[config.mk]
export PLATFORM = sky130hd
export DESIGN_NAME = breath_pressure_step_tuner
export DESIGN_NICKNAME = d
export VERILOG_FILES = /design/src/rtl/bpst_pkg.sv /design/src/rtl/bpst_div.sv /design/src/rtl/breath_pressure_step_tuner.sv
export SDC_FILE = /design/constraint.sdc
export NUM_CORES = 1
export LEC_CHECK = 0
export BUFFER_PORTS_ARGS = -buffer_cell sky130_fd_sc_hd__clkbuf_2
export CORE_MARGIN = 2
export CORE_UTILIZATION = 52
export DETAILED_ROUTE_END_ITERATION = 8
export PLACE_DENSITY = 0.76
export SLEW_MARGIN = 20
export SYNTH_ARGS = -nofsm -noshare
export SYNTH_HDL_FRONTEND = slang
export SYNTH_SLANG_ARGS = --single-unit
[constraint.sdc]
create_clock -name clk -period 15.2 [get_ports clk]
set_clock_uncertainty 0.15 [all_clocks]
set_input_delay 3.04 -clock clk [delete_from_list [all_inputs] [get_ports clk]]
set_output_delay 3.04 -clock clk [all_outputs]
set_load 0.005 [all_outputs]
[src/rtl/bpst_pkg.sv]
`timescale 1ns / 1ps
// Package of the breath pressure step tuner: payload structs, divider handshake
// structs, sequencer states, register indexes and tuning constants. No dependencies.
package bpst_pkg;

  // Sum width taken from the accumulated pressure sums, and the blower ceiling.
  localparam int unsigned SUM_BITS  = 24;
  localparam int unsigned LEVEL_MAX = 4095;
  localparam int unsigned LEVEL_W   = $clog2(LEVEL_MAX + 1);

  localparam int unsigned CNT_W      = 16;
  localparam int unsigned MEAN_W     = 8;
  localparam int unsigned VALVE_W    = 9;
  localparam int unsigned THRESH_W   = 8;
  localparam int unsigned HI_TGT_W   = 7;
  localparam int unsigned LO_TGT_W   = 6;
  localparam int unsigned CFG_IDX_W  = 3;
  localparam int unsigned CFG_DATA_W = 12;

  // Configuration register indexes.
  localparam logic [CFG_IDX_W-1:0] CFG_HIGH_TARGET     = 3'd0;
  localparam logic [CFG_IDX_W-1:0] CFG_LOW_TARGET      = 3'd1;
  localparam logic [CFG_IDX_W-1:0] CFG_BLOWER_START    = 3'd2;
  localparam logic [CFG_IDX_W-1:0] CFG_VALVE_START     = 3'd3;
  localparam logic [CFG_IDX_W-1:0] CFG_THRESHOLD_START = 3'd4;

  // Request kinds.
  localparam logic REQ_HIGH_PHASE = 1'b0;
  localparam logic REQ_LOW_PHASE  = 1'b1;

  // Reset values.
  localparam logic [HI_TGT_W-1:0] HIGH_TARGET_RST = 7'd20;
  localparam logic [LO_TGT_W-1:0] LOW_TARGET_RST  = 6'd5;
  localparam logic [LEVEL_W-1:0]  BLOWER_RST      = LEVEL_W'(1000);
  localparam logic [VALVE_W-1:0]  VALVE_RST       = 9'd100;
  localparam logic [THRESH_W-1:0] THRESH_RST      = 8'd10;

  // Mean limits.
  localparam logic [MEAN_W-1:0] MEAN_EMPTY = 8'd1;
  localparam logic [MEAN_W-1:0] MEAN_MAX   = 8'd255;

  // Valve and threshold tuning.
  localparam logic [VALVE_W-1:0]  VALVE_MAX     = 9'd500;
  localparam logic [VALVE_W-1:0]  VALVE_MIN     = 9'd1;
  localparam logic [VALVE_W-1:0]  VSTEP_UP_BIG  = 9'd100;
  localparam logic [VALVE_W-1:0]  VSTEP_UP_MID  = 9'd40;
  localparam logic [VALVE_W-1:0]  VSTEP_SMALL   = 9'd10;
  localparam logic [VALVE_W-1:0]  VSTEP_DN_BIG  = 9'd50;
  localparam logic [VALVE_W-1:0]  VSTEP_DN_MID  = 9'd30;
  localparam logic [VALVE_W-1:0]  BAND_WIDE     = 9'd8;
  localparam logic [VALVE_W-1:0]  BAND_NARROW   = 9'd2;
  localparam logic [THRESH_W-1:0] THRESH_FLOOR  = 8'd6;
  localparam logic [THRESH_W-1:0] THRESH_CEIL   = 8'd255;
  localparam logic [THRESH_W-1:0] THRESH_EMPTY_RISE = 8'd2;

  // Blower tuning.
  localparam logic [MEAN_W:0]    BLOW_BAND_FAR  = 9'd4;
  localparam logic [MEAN_W:0]    BLOW_BAND_NEAR = 9'd2;
  localparam logic [LEVEL_W-1:0] BSTEP_BIG      = LEVEL_W'(40);
  localparam logic [LEVEL_W-1:0] BSTEP_MID      = LEVEL_W'(20);
  localparam logic [LEVEL_W-1:0] BSTEP_SMALL    = LEVEL_W'(10);

  typedef struct packed {
    logic                req_type;
    logic [23:0]         pip_sum;
    logic [CNT_W-1:0]    pip_count;
    logic [23:0]         peep_sum;
    logic [CNT_W-1:0]    peep_count;
  } in_item_t;

  typedef struct packed {
    logic [LEVEL_W-1:0]  blower_level;
    logic [VALVE_W-1:0]  valve_open_ms;
    logic [THRESH_W-1:0] hold_threshold_half;
    logic [MEAN_W-1:0]   pip_mean;
    logic [MEAN_W-1:0]   peep_mean;
  } out_item_t;

  typedef struct packed {
    logic                start;
    logic [SUM_BITS-1:0] sum;
    logic [CNT_W-1:0]    count;
  } div_req_t;

  typedef struct packed {
    logic              done;
    logic [MEAN_W-1:0] mean;
  } div_rsp_t;

  typedef enum logic [2:0] {
    ST_IDLE,
    ST_PIP_GO,
    ST_PIP_WAIT,
    ST_PEEP_GO,
    ST_PEEP_WAIT,
    ST_TUNE_VALVE,
    ST_TUNE_BLOWER,
    ST_DONE
  } state_t;

endpackage

[src/rtl/bpst_div.sv]
`timescale 1ns / 1ps
// Iterative saturating mean unit: sum / count limited to eight quotient bits,
// one compare-and-subtract per cycle. Depends on bpst_pkg.
module bpst_div (
  input  logic               clk,
  input  logic               rst_n,
  input  bpst_pkg::div_req_t req,
  output bpst_pkg::div_rsp_t rsp
);
  import bpst_pkg::*;

  logic                busy_r, busy_nxt;
  logic                done_r, done_nxt;
  logic [2:0]          step_r, step_nxt;
  logic [CNT_W-1:0]    rem_r, rem_nxt;
  logic [CNT_W-1:0]    div_r, div_nxt;
  logic [MEAN_W-1:0]   low_r, low_nxt;
  logic [MEAN_W-1:0]   q_r, q_nxt;

  logic [CNT_W:0]      trial;
  logic [CNT_W:0]      diff;
  logic                fits;
  logic [SUM_BITS-1:0] sum_hi;

  // Shared compare-and-subtract stage.
  assign trial  = {rem_r, low_r[MEAN_W-1]};
  assign diff   = trial - {1'b0, div_r};
  assign fits   = trial >= {1'b0, div_r};
  assign sum_hi = req.sum >> MEAN_W;

  always_comb begin
    busy_nxt = busy_r;
    done_nxt = 1'b0;
    step_nxt = step_r;
    rem_nxt  = rem_r;
    div_nxt  = div_r;
    low_nxt  = low_r;
    q_nxt    = q_r;
    if (busy_r) begin
      rem_nxt  = fits ? diff[CNT_W-1:0] : trial[CNT_W-1:0];
      q_nxt    = {q_r[MEAN_W-2:0], fits};
      low_nxt  = low_r << 1;
      step_nxt = step_r + 3'd1;
      if (step_r == 3'd7) begin
        busy_nxt = 1'b0;
        done_nxt = 1'b1;
      end
    end else if (req.start) begin
      if (req.sum == '0 || req.count == '0) begin
        q_nxt    = MEAN_EMPTY;
        done_nxt = 1'b1;
      end else if (sum_hi >= SUM_BITS'(req.count)) begin
        // The quotient needs more than eight bits.
        q_nxt    = MEAN_MAX;
        done_nxt = 1'b1;
      end else begin
        // The high part is below the divisor, so it is the first partial remainder.
        rem_nxt  = sum_hi[CNT_W-1:0];
        low_nxt  = req.sum[MEAN_W-1:0];
        div_nxt  = req.count;
        step_nxt = 3'd0;
        busy_nxt = 1'b1;
      end
    end
  end

  always_ff @(posedge clk) begin
    if (!rst_n) begin
      busy_r <= 1'b0;
      done_r <= 1'b0;
      step_r <= 3'd0;
    end else begin
      busy_r <= busy_nxt;
      done_r <= done_nxt;
      step_r <= step_nxt;
    end
    rem_r <= rem_nxt;
    div_r <= div_nxt;
    low_r <= low_nxt;
    q_r   <= q_nxt;
  end

  assign rsp.done = done_r;
  assign rsp.mean = q_r;

endmodule

[src/rtl/breath_pressure_step_tuner.sv]
`timescale 1ns / 1ps
// Top level of the breath pressure step tuner: sequencer, tuning datapath and
// output register. Depends on bpst_pkg and bpst_div.
//
// Usage. Each input transfer on in_valid/in_stall marks the start of a breath
// phase. A high-phase item (req_type 0) divides the two pressure sums by their
// sample counts in the shared iterative mean unit, stores both means, then steps
// the expiratory valve time and the PEEP hold threshold. A low-phase item
// (req_type 1) steps the blower level from the stored high-phase mean. Every item
// gives exactly one result transfer holding the tuned state.
// A high-phase item runs each mean through the divider loop (eight compare-and-subtract
// steps per mean) unless its sum or count is zero or the mean saturates; a low-phase
// item goes straight to the blower step. One item is in work at a time, so the block
// takes no new item before it is through with the last one.
// in_stall is high while an item is in work. A finished result sits in the
// output register; the next item may be taken while it waits. If the receiver
// stalls and the register is still full when a second result is ready, the
// sequencer holds it until the register frees.
// Synchronous reset loads the targets and the start values and clears both means.
// Configuration writes to the two targets are registered; writes to the start indexes
// are ignored, since reset loads the start values as constants.
module breath_pressure_step_tuner (
  input  logic                                clk,
  input  logic                                rst_n,
  input  logic                                in_valid,
  output logic                                in_stall,
  input  bpst_pkg::in_item_t                  in_data,
  output logic                                out_valid,
  input  logic                                out_stall,
  output bpst_pkg::out_item_t                 out_data,
  input  logic                                cfg_we,
  input  logic [bpst_pkg::CFG_IDX_W-1:0]      cfg_index,
  input  logic [bpst_pkg::CFG_DATA_W-1:0]     cfg_wdata
);
  import bpst_pkg::*;

  state_t              state_r, state_nxt;

  logic [HI_TGT_W-1:0] hi_target_r, hi_target_nxt;
  logic [LO_TGT_W-1:0] lo_target_r, lo_target_nxt;

  logic [LEVEL_W-1:0]  blower_r, blower_nxt;
  logic [VALVE_W-1:0]  valve_r, valve_nxt;
  logic [THRESH_W-1:0] thresh_r, thresh_nxt;
  logic [MEAN_W-1:0]   pip_avg_r, pip_avg_nxt;
  logic [MEAN_W-1:0]   peep_avg_r, peep_avg_nxt;

  in_item_t            item_r, item_nxt;
  out_item_t           out_data_r, out_data_nxt;
  logic                out_valid_r, out_valid_nxt;

  logic                in_xfer;
  logic                load_out;
  div_req_t            div_req;
  div_rsp_t            div_rsp;

  // Results of the two tuning steps.
  logic [VALVE_W-1:0]  valve_tuned;
  logic [THRESH_W-1:0] thresh_tuned;
  logic [LEVEL_W-1:0]  blower_tuned;

  bpst_div u_div (
    .clk   (clk),
    .rst_n (rst_n),
    .req   (div_req),
    .rsp   (div_rsp)
  );

  function automatic logic [THRESH_W-1:0] thresh_raise(
    input logic [THRESH_W-1:0] t,
    input logic [THRESH_W-1:0] h
  );
    logic [THRESH_W:0] s;
    s = {1'b0, t} + {1'b0, h};
    return (s > {1'b0, THRESH_CEIL}) ? THRESH_CEIL : s[THRESH_W-1:0];
  endfunction

  // ---------------------------------------------------------------------------
  // Sequencer
  // ---------------------------------------------------------------------------
  always_comb begin
    state_nxt = state_r;
    unique case (state_r)
      ST_IDLE: begin
        if (in_valid) begin
          state_nxt = (in_data.req_type == REQ_HIGH_PHASE) ? ST_PIP_GO : ST_TUNE_BLOWER;
        end
      end
      ST_PIP_GO:      state_nxt = ST_PIP_WAIT;
      ST_PIP_WAIT:    if (div_rsp.done) state_nxt = ST_PEEP_GO;
      ST_PEEP_GO:     state_nxt = ST_PEEP_WAIT;
      ST_PEEP_WAIT:   if (div_rsp.done) state_nxt = ST_TUNE_VALVE;
      ST_TUNE_VALVE:  state_nxt = ST_DONE;
      ST_TUNE_BLOWER: state_nxt = ST_DONE;
      ST_DONE:        if (!out_valid_r || !out_stall) state_nxt = ST_IDLE;
      default:        state_nxt = ST_IDLE;
    endcase
  end

  always_comb begin
    in_stall      = (state_r != ST_IDLE);
    load_out      = (state_r == ST_DONE) && (!out_valid_r || !out_stall);
    div_req.start = (state_r == ST_PIP_GO) || (state_r == ST_PEEP_GO);
    div_req.sum   = (state_r == ST_PEEP_GO) ? item_r.peep_sum[SUM_BITS-1:0]
                                            : item_r.pip_sum[SUM_BITS-1:0];
    div_req.count = (state_r == ST_PEEP_GO) ? item_r.peep_count : item_r.pip_count;
  end

  assign in_xfer = in_valid && !in_stall;

  // ---------------------------------------------------------------------------
  // Valve and threshold step, from the fresh low-phase mean.
  // ---------------------------------------------------------------------------
  always_comb begin
    logic [VALVE_W-1:0]  a9, s9;
    logic                go_up, go_down, is_empty;
    logic [VALVE_W-1:0]  up_step, dn_step;
    logic [VALVE_W:0]    up_sum, dn_diff;
    logic [THRESH_W-1:0] th_up, th_base;
    logic                dn_bad;

    a9       = VALVE_W'(peep_avg_r);
    s9       = VALVE_W'(lo_target_r);
    is_empty = (peep_avg_r == '0);
    go_up    = a9 > s9;
    go_down  = a9 < s9;

    if (a9 > s9 + BAND_WIDE) begin
      up_step = VSTEP_UP_BIG;
    end else if (a9 > s9 + BAND_NARROW) begin
      up_step = VSTEP_UP_MID;
    end else begin
      up_step = VSTEP_SMALL;
    end

    if (is_empty) begin
      dn_step = VSTEP_SMALL;
    end else if (a9 + BAND_WIDE < s9) begin
      dn_step = VSTEP_DN_BIG;
    end else if (a9 + BAND_NARROW < s9) begin
      dn_step = VSTEP_DN_MID;
    end else begin
      dn_step = VSTEP_SMALL;
    end

    // Opening step: clamp at the top and give back half a unit of threshold.
    up_sum = {1'b0, valve_r} + {1'b0, up_step};
    th_up  = thresh_r;
    if (up_sum >= {1'b0, VALVE_MAX}) begin
      th_up = (thresh_r != '0) ? thresh_r - 8'd1 : '0;
    end
    if (th_up <= THRESH_FLOOR) begin
      th_up = THRESH_FLOOR;
    end

    // Closing step: a result outside the valid range goes to the minimum.
    th_base = is_empty ? thresh_raise(thresh_r, THRESH_EMPTY_RISE) : thresh_r;
    dn_diff = {1'b0, valve_r} - {1'b0, dn_step};
    dn_bad  = ({1'b0, valve_r} < {1'b0, dn_step} + (VALVE_W + 1)'(VALVE_MIN)) ||
              (dn_diff > {1'b0, VALVE_MAX});

    priority if (go_up) begin
      valve_tuned  = (up_sum >= {1'b0, VALVE_MAX}) ? VALVE_MAX : up_sum[VALVE_W-1:0];
      thresh_tuned = th_up;
    end else if (is_empty || go_down) begin
      valve_tuned  = dn_bad ? VALVE_MIN : dn_diff[VALVE_W-1:0];
      thresh_tuned = (dn_bad && !is_empty) ? thresh_raise(th_base, 8'd1) : th_base;
    end else begin
      valve_tuned  = valve_r;
      thresh_tuned = thresh_r;
    end
  end

  // ---------------------------------------------------------------------------
  // Blower step, from the stored high-phase mean.
  // ---------------------------------------------------------------------------
  always_comb begin
    logic [MEAN_W:0]    a9, p9, gap;
    logic [LEVEL_W-1:0] step;
    logic [LEVEL_W:0]   up_sum;

    a9  = {1'b0, pip_avg_r};
    p9  = (MEAN_W + 1)'(hi_target_r);
    gap = (a9 > p9) ? a9 - p9 : p9 - a9;
    if (gap >= BLOW_BAND_FAR) begin
      step = BSTEP_BIG;
    end else if (gap >= BLOW_BAND_NEAR) begin
      step = BSTEP_MID;
    end else begin
      step = BSTEP_SMALL;
    end
    up_sum = {1'b0, blower_r} + {1'b0, step};

    priority if (a9 > p9) begin
      blower_tuned = (blower_r < step) ? '0 : blower_r - step;
    end else if (a9 < p9) begin
      blower_tuned = (up_sum > (LEVEL_W + 1)'(LEVEL_MAX)) ? LEVEL_W'(LEVEL_MAX)
                                                          : up_sum[LEVEL_W-1:0];
    end else begin
      blower_tuned = blower_r;
    end
  end

  // ---------------------------------------------------------------------------
  // Register updates
  // ---------------------------------------------------------------------------
  always_comb begin
    hi_target_nxt = hi_target_r;
    lo_target_nxt = lo_target_r;
    if (cfg_we) begin
      unique case (cfg_index)
        CFG_HIGH_TARGET: hi_target_nxt = cfg_wdata[HI_TGT_W-1:0];
        CFG_LOW_TARGET:  lo_target_nxt = cfg_wdata[LO_TGT_W-1:0];
        // Start values only matter at reset, which reloads them as constants.
        CFG_BLOWER_START, CFG_VALVE_START, CFG_THRESHOLD_START: begin
        end
        default: begin
        end
      endcase
    end
  end

  always_comb begin
    item_nxt      = in_xfer ? in_data : item_r;
    blower_nxt    = blower_r;
    valve_nxt     = valve_r;
    thresh_nxt    = thresh_r;
    pip_avg_nxt   = pip_avg_r;
    peep_avg_nxt  = peep_avg_r;
    if (state_r == ST_PIP_WAIT && div_rsp.done) begin
      pip_avg_nxt = div_rsp.mean;
    end
    if (state_r == ST_PEEP_WAIT && div_rsp.done) begin
      peep_avg_nxt = div_rsp.mean;
    end
    if (state_r == ST_TUNE_VALVE) begin
      valve_nxt  = valve_tuned;
      thresh_nxt = thresh_tuned;
    end
    if (state_r == ST_TUNE_BLOWER) begin
      blower_nxt = blower_tuned;
    end

    out_data_nxt  = out_data_r;
    out_valid_nxt = out_valid_r && out_stall;
    if (load_out) begin
      out_data_nxt.blower_level        = blower_r;
      out_data_nxt.valve_open_ms       = valve_r;
      out_data_nxt.hold_threshold_half = thresh_r;
      out_data_nxt.pip_mean            = pip_avg_r;
      out_data_nxt.peep_mean           = peep_avg_r;
      out_valid_nxt                    = 1'b1;
    end
  end

  always_ff @(posedge clk) begin
    if (!rst_n) begin
      state_r     <= ST_IDLE;
      out_valid_r <= 1'b0;
      hi_target_r <= HIGH_TARGET_RST;
      lo_target_r <= LOW_TARGET_RST;
      blower_r    <= BLOWER_RST;
      valve_r     <= VALVE_RST;
      thresh_r    <= THRESH_RST;
      pip_avg_r   <= '0;
      peep_avg_r  <= '0;
    end else begin
      state_r     <= state_nxt;
      out_valid_r <= out_valid_nxt;
      hi_target_r <= hi_target_nxt;
      lo_target_r <= lo_target_nxt;
      blower_r    <= blower_nxt;
      valve_r     <= valve_nxt;
      thresh_r    <= thresh_nxt;
      pip_avg_r   <= pip_avg_nxt;
      peep_avg_r  <= peep_avg_nxt;
    end
    item_r     <= item_nxt;
    out_data_r <= out_data_nxt;
  end

  assign out_valid = out_valid_r;
  assign out_data  = out_data_r;

  // ---------------------------------------------------------------------------
  // Assertions
  // ---------------------------------------------------------------------------
  // The valve time never leaves its working range.
  a_valve_range: assert property (@(posedge clk) disable iff (!rst_n)
    (valve_r >= VALVE_MIN) && (valve_r <= VALVE_MAX))
    else $error("valve open time out of range");

  // The hold threshold never falls below its floor.
  a_thresh_floor: assert property (@(posedge clk) disable iff (!rst_n)
    thresh_r >= THRESH_FLOOR)
    else $error("hold threshold below floor");

  // A mean arrives only while the sequencer waits for one.
  a_div_done_wait: assert property (@(posedge clk) disable iff (!rst_n)
    div_rsp.done |-> (state_r == ST_PIP_WAIT || state_r == ST_PEEP_WAIT))
    else $error("mean unit finished outside a wait state");

  // A new result is only ever loaded from the final sequencer state.
  a_out_from_done: assert property (@(posedge clk) disable iff (!rst_n)
    $rose(out_valid_r) |-> $past(state_r) == ST_DONE)
    else $error("result raised outside the done state");

endmodule
* After elaboration in Yosys (flattened, before gate mapping)
Index checks and enable logic that the tools add are counted.
** Word-level totals
- Register bits :: 240
- Bits in latches :: 0
- RAM bits :: 0
- Memory bits (read-only) :: 0
- Input bits :: 101
- Logic and storage cells :: 177
- Memories kept :: 0
** Cells by class
- $add $sub $neg :: 16
- Multiply operators :: 0
- Divide/modulo/power cells :: 0
- Order comparisons :: 20
- Eq/ne operators :: 15
- Shift-type cells :: 0
- Mux-type cells :: 61
- Bitwise gates (word level) :: 3
- Reduce and logical (&&, ||, !) cells :: 36
** Operators with widths (number)
- 8-bit 2-to-1 mux :: 17
- 16-bit 2-to-1 mux :: 6
- 12-bit 2-to-1 mux :: 4
- 9-bit 2-to-1 mux :: 5
- 3-bit 2-to-1 mux :: 9
- 8-bit by 7-bit > comparator with 1-bit output :: 3
- 24-bit logical NOT :: 1
- 24-bit 2-to-1 mux :: 1
- 6-bit 2-to-1 mux :: 4
- 3-bit case mux with 7 select lines :: 1
- 8-bit by 2-bit adder with 9-bit output (second input constant) :: 2
- 9-bit by 8-bit > comparator with 1-bit output (second input constant) :: 2
- 9-bit by 6-bit < comparator with 1-bit output :: 2
- 17-bit by 16-bit >= comparator with 1-bit output :: 1
- 16-bit >= comparator :: 1
- 16-bit logical NOT :: 1
- 16-bit subtractor :: 1
- 3-bit equality test (second input constant) :: 5
- 12-bit by 12-bit adder with 13-bit output :: 1
- 13-bit by 12-bit > comparator with 1-bit output (second input constant) :: 1
- 12-bit < comparator :: 1
- 12-bit subtractor :: 1
- 1-bit 2-to-1 mux :: 11
- 9-bit by 1-bit adder with 10-bit output (second input constant) :: 1
- 38 further kinds :: 69

* Longest topological paths before layout
- Depth in word-level cells :: 12
- Mapped depth :: 25
- Mapped depth without buffers :: 23

* Hierarchy
A second synthesis with hierarchy kept.
** Second synthesis, totals
- Cells, all modules :: 1419
- Area total of the unflattened synthesis :: 14221.1 µm²
** By module, submodules not included
- breath_pressure_step_tuner :: times used 1, cells each 1031, area each 10550.1 µm²
- bpst_div :: times used 1, cells each 388, area each 3671.0 µm²

* Worst setup path after synthesis
No wires, ideal clock.
- Path kind :: input port to flip-flop
- Start :: in in_valid
- End :: reg item_r[0] in the netlist's numbering (enable)
- Library setup time :: 0.519 ns
- Data arrival time :: 6.389 ns
- Slack :: 8.142 ns
- Stages on the path :: 2
- Path buffers :: 0
- Path through :: inv_1 > nor2_1
** On the way
- Word-level cells in the longest chain between the ends :: 1
** RTL lines
- start, declared :: RTL line breath_pressure_step_tuner.sv:25 : input logic in_valid,
- 1-bit logical AND :: RTL line breath_pressure_step_tuner.sv:109 : assign in_xfer = in_valid && !in_stall;
- via in_xfer :: RTL line breath_pressure_step_tuner.sv:52 : logic in_xfer;
- end signal, assigned :: RTL line breath_pressure_step_tuner.sv:278 : item_r <= item_nxt;
- end, declared :: RTL line breath_pressure_step_tuner.sv:48 : in_item_t item_r, item_nxt;
The timed path passes the listed nets, and every way through them passes these cells.
A chain may end at the register's enable or synchronous reset.

* Worst setup path in the final report
- Start :: reg hi_target_r[1]
- End :: reg blower_r[7]
** On the way
- Word-level cells in the longest chain between the ends :: 10
- Elaborated cells on any way between the ends :: 19
- Classes of those cells :: 4 x add/sub; 6 x order compare; 7 x mux; 2 x reduce/logical
** RTL lines
- start, declared :: RTL line breath_pressure_step_tuner.sv:39 : logic [HI_TGT_W-1:0] hi_target_r, hi_target_nxt;
- start signal, assigned :: RTL line breath_pressure_step_tuner.sv:270 : hi_target_r <= hi_target_nxt;
- 7-bit by 8-bit subtractor with 9-bit output, or another cell as far along :: RTL line breath_pressure_step_tuner.sv:184 : gap = (a9 > p9) ? a9 - p9 : p9 - a9;
- 9-bit 2-to-1 mux :: RTL line breath_pressure_step_tuner.sv:184
- 9-bit by 2-bit >= comparator with 1-bit output :: RTL line breath_pressure_step_tuner.sv:187 : end else if (gap >= BLOW_BAND_NEAR) begin
- 5-bit 2-to-1 mux :: RTL line breath_pressure_step_tuner.sv:187
- 6-bit 2-to-1 mux :: RTL line breath_pressure_step_tuner.sv:185 : if (gap >= BLOW_BAND_FAR) begin
- 12-bit by 12-bit adder with 13-bit output :: RTL line breath_pressure_step_tuner.sv:192 : up_sum = {1'b0, blower_r} + {1'b0, step};
- 13-bit by 12-bit > comparator with 1-bit output :: RTL line breath_pressure_step_tuner.sv:197 : blower_tuned = (up_sum > (LEVEL_W + 1)'(LEVEL_MAX)) ? LEVEL_W'(LEVEL_MAX)
- 12-bit 2-to-1 mux :: RTL line breath_pressure_step_tuner.sv:197
- 12-bit 2-to-1 mux :: RTL line breath_pressure_step_tuner.sv:196 : end else if (a9 < p9) begin
- 12-bit 2-to-1 mux :: RTL line breath_pressure_step_tuner.sv:194 : priority if (a9 > p9) begin
- end signal, assigned :: RTL line breath_pressure_step_tuner.sv:272 : blower_r <= blower_nxt;
- end, declared :: RTL line breath_pressure_step_tuner.sv:42 : logic [LEVEL_W-1:0] blower_r, blower_nxt;
Parallel ways exist; a longest one is shown, timed or not. The select of a mux whose other input is x is not followed.

==> out/qor.csv <==
stage,metric,value,unit
route,Routed WL,32800,um
cells_and_area,final instance area,16130,um^2
setup_path,worst-case reg-to-reg path depth,20,
cells_and_area,"commonest non-fill, non-tap cell in the layout",edfxtp_1,
cells_and_area,fin cells,1889,
power_and_ir_drop,pwr/cell area,122.3,nW/um^2
sta,Finish-stage setup viols,0,
sta,fin. max-slew vios,0,
job,Max Cap Viol,0,
yosys,Mapped Cells,1415,
placement,post-placement cell count,1841,
yosys,Post-Synth Simple-Gate Area,15.87,%
die,Starting Density,52.95,%
clock_network,"Clk Latency, worst-skew pair",530,ps
route,drt via density,5.904,
hold_path,HP Class,flip-flop to flip-flop,
global_route,met3 Use GR,3.172,%
global_route,vias in the first global route,10930,
setup_path,CP cell instances,inv_1 -> ha_1 -> nor2b_4 -> o21ai_2 -> a21oi_4 -> or4_4 -> nand2_2 -> mux2_4 -> or4_1 -> a221o_1 -> or4b_1 -> ha_1 -> a21oi_1 -> o21ai_0 -> a21oi_1 -> nor3_1 -> nor3_1 -> a21oi_1 -> o21ai_0 -> a221o_1,
setup_path,reg2reg setup slack,8510,ps
die,DIE AREA,28780,um^2
yosys,syn_nets,1627,
sta,period utilisation layout,44.02,%
setup_path,WS Path Type,flip-flop to flip-flop,
setup_path,CP endpoint kind,flip-flop,
yosys,syn avg cell area,10.08,um^2
cells_and_area,fill count,2251,
power_and_ir_drop,maximum VDD drop,0.1073,mV
setup_path,Reg-to-Reg End,blower_r[7],
cells_and_area,fraction of layout cells with a size suffix above 1,16.87,%
yosys,Compound-Gate Fraction of Synth Area,16.62,%
sta,unrepaired setup endpoints after global routing,no,
yosys,Post-synth EDFFs,172,
die,Rows,60,
yosys,number of synthesized register bits,240,
hold_path,HP Start,blower_r[0],
clock_network,Post CTS Setup Buffer Count,0,
cells_and_area,Reg area,6528,um^2
power_and_ir_drop,Net Sw Frac,30.33,%
global_route,GRT Total Usage,22.65,%
setup_path,Worst path most repeated cell,a21oi_1,
clock_network,H-tree Lvls,1,
power_and_ir_drop,logic gate share of total power,24.3,%
yosys,mux contribution to synthesized area,4.849,%
clock_network,hold_buf cts,0,
power_and_ir_drop,Psw,598.2,uW
global_route,M1 GR Usage,29.52,%
clock_network,CTS Sinks,240,
power_and_ir_drop,Pwr Total,1.972,mW
cells_and_area,"Area growth, synth to finish",13.03,%
placement,"worst slack, placed",8627,ps
power_and_ir_drop,Static Leak,6.552,nW
sta,Fmax achieved,149.4,MHz
power_and_ir_drop,internal power,1.374,mW
yosys,synth warn,0,
placement,placed wire-length estimate,23250,um
placement,Placed Area,15230,um^2
clock_network,clock tree from TritonCTS,done,
sta,Slew @ Worst Pin,945.5,ps
sta,Fin. Hold Viols,0,
hold_path,WHS Endpoint,out_data[33],
route,# DRC,0,
setup_path,"Slowest-stage cell, CP",nor3_1,
clock_network,CTS Buf Count,26,
clock_network,post_cts resized,0,
die,core area,26950,um^2
sta,final critical-path required period,6692,ps
placement,Port-buffer cells,142,
route,via count,11150,
yosys,largest family of logic cells by synthesized area,compound AO/OA/AOI/OAI gates,
die,die height,169.7,um
clock_network,Worst-path clk slew,60,ps
sta,setup TNS,0,ps
cells_and_area,most frequent cells in the layout,"edfxtp_1, clkbuf_2, nand2_1, a21oi_1",
power_and_ir_drop,Clk pwr share,32.6,%
die,Die Span X,169.7,um
setup_path,Worst R2R Start,hi_target_r[1],
setup_path,Worst Path Required,15470,ps
clock_network,CTS max path bufs,3,
hold_path,hold path depth,0,
route,Pre-antenna DRT Iters,5,
global_route,most used routing layer,met2,
placement,gp weighted congestion,0.8871,
global_route,first-pass GRT wire length,53540,um
global_route,largest net degree at the start of global routing,81,
run_status,status,finished clean,
yosys,Adder-Cell Fraction of Synth Area,10.10,%
global_route,aggregate global routing overflow,0,
yosys,Post-synth ARST share,0,%
setup_path,top cell family by delay on the critical path,simple AND/OR/NAND/NOR gates,
die,Ports,148,
yosys,sequential share of the synthesized area,45.73,%
yosys,xor/xnor share of the synthesized area,2.087,%
route,Avg WL per Cell,17.36,um
cells_and_area,fin util,59.85,%
yosys,Unique masters post-synth,94,
global_route,grt met2 use,38.42,%
sta,worst hold slack,297.0,ps
setup_path,Worst path max stage delay,750,ps
sta,min setup slack post-route,8508,ps
route,Detail Route Antenna Nets,0,
cells_and_area,Multi-input gate area,7129,um^2
sta,relative slew slack,36.97,%
setup_path,WP buf/inv,1,
setup_path,startpoint types,flip-flop,
yosys,Netlist Area Pre-Place,14270,um^2
setup_path,Crit Path Max Fanout,23,
cells_and_area,# nets final,1740,
global_route,initial antenna violation count,2,
power_and_ir_drop,part of the power in registers,43.2,%
route,DR iter-0 viols,974,
setup_path,Worst Path Arrival,6960,ps
yosys,Synth Flop Type,edfxtp_1,
clock_network,root buf cell,clkbuf_16,
==> power groups by stage <==
| stage | logic [mW] | clock network (mW) | registers (mW) |
|---|---|---|---|
| floorplan | 0.365 | 0 | 0.849 |
| global placement | 0.459 | 0 | 0.861 |
| detailed placement | 0.471 | 0 | 0.865 |
| CTS | 0.475 | 0.656 | 0.852 |
| global route | 0.537 | 0.680 | 0.860 |
| finish | 0.478 | 0.642 | 0.851 |
==> per-layer routing <==
layer / up-vias / routed length (um) / share of wire [%]
met5: - / 13 / 0.040
met2: 390 / 15600 / 48
met1: 5220 / 14190 / 43
met3: 76 / 1850 / 5.6
li1: 5465 / - / -
met4: 2 / 1148 / 3.5
==> cells in the mapped netlist (all sizes together) (5+ instances only) <==
master	number	area share [%]
a21oi	111	4.0
mux2	22	1.8
mux2i	44	3.1
o21a	15	0.79
edfxtp	172	36
or3	11	0.48
nor3	29	1.0
nor2b	17	0.85
a211oi	13	0.81
nand2b	14	0.61
clkbuf	50	1.3
o31a	9	0.61
nor2	106	2.8
nand3b	11	0.69
nand4	18	0.79
a21o	21	1.1
xor2	9	0.55
a2111oi	5	0.44
and3	13	0.57
and2	5	0.22
o21ai	67	2.4
or4	14	0.84
xnor2	25	1.5
dfxtp	68	9.5
a31o	5	0.31
o211ai	8	0.42
o31ai	19	1.0
a311oi	5	0.35
ha	104	9.1
a31oi	21	0.92
o21bai	9	0.47
nand2	116	3.1
nor4	19	1.1
inv	102	2.7
nand3	40	1.4
or2	9	0.39
fa	7	0.98
buf	17	0.72
==> logic make-up after synthesis <==
family,Yosys count
compound gates,357
xor+xnor,34
fa+ha+maj,111
buf+inv,170
flops,240
mux,66
simple gates,437
==> sequential cells by signal, indices dropped and copies added (netlist names), 9 cells and up <==
name and flops:
item_r 80, blower_r 12, out_data 45, u_div.rem_r 16, u_div.div_r 16, valve_r 9
==> worst max path at each step <==
stage | start | depth (start not counted) | endpoint
3_5_place_dp | hi_target_r[1] | 20 | blower_r[7]
2_1_floorplan | in_valid | 2 | item_r[0]
3_3_place_gp | hi_target_r[1] | 20 | blower_r[7]
5_1_grt | hi_target_r[1] | 20 | blower_r[6]
6_report | hi_target_r[1] | 20 | blower_r[7]
4_1_cts | hi_target_r[1] | 20 | blower_r[7]
==> area by class of cell <==
type / instances / share of cell area [%]
Sequential cell: 240 / 40.47
Antenna cell: 1 / 0.01551
Clock inverter: 17 / 1.078
Multi-Input combinational cell: 1005 / 44.20
Clock buffer: 30 / 4.321
Timing Repair Buffer: 152 / 4.872
Inverter: 103 / 2.397
Tap cell: 341 / 2.645
Power figures use the tool's default switching activity.
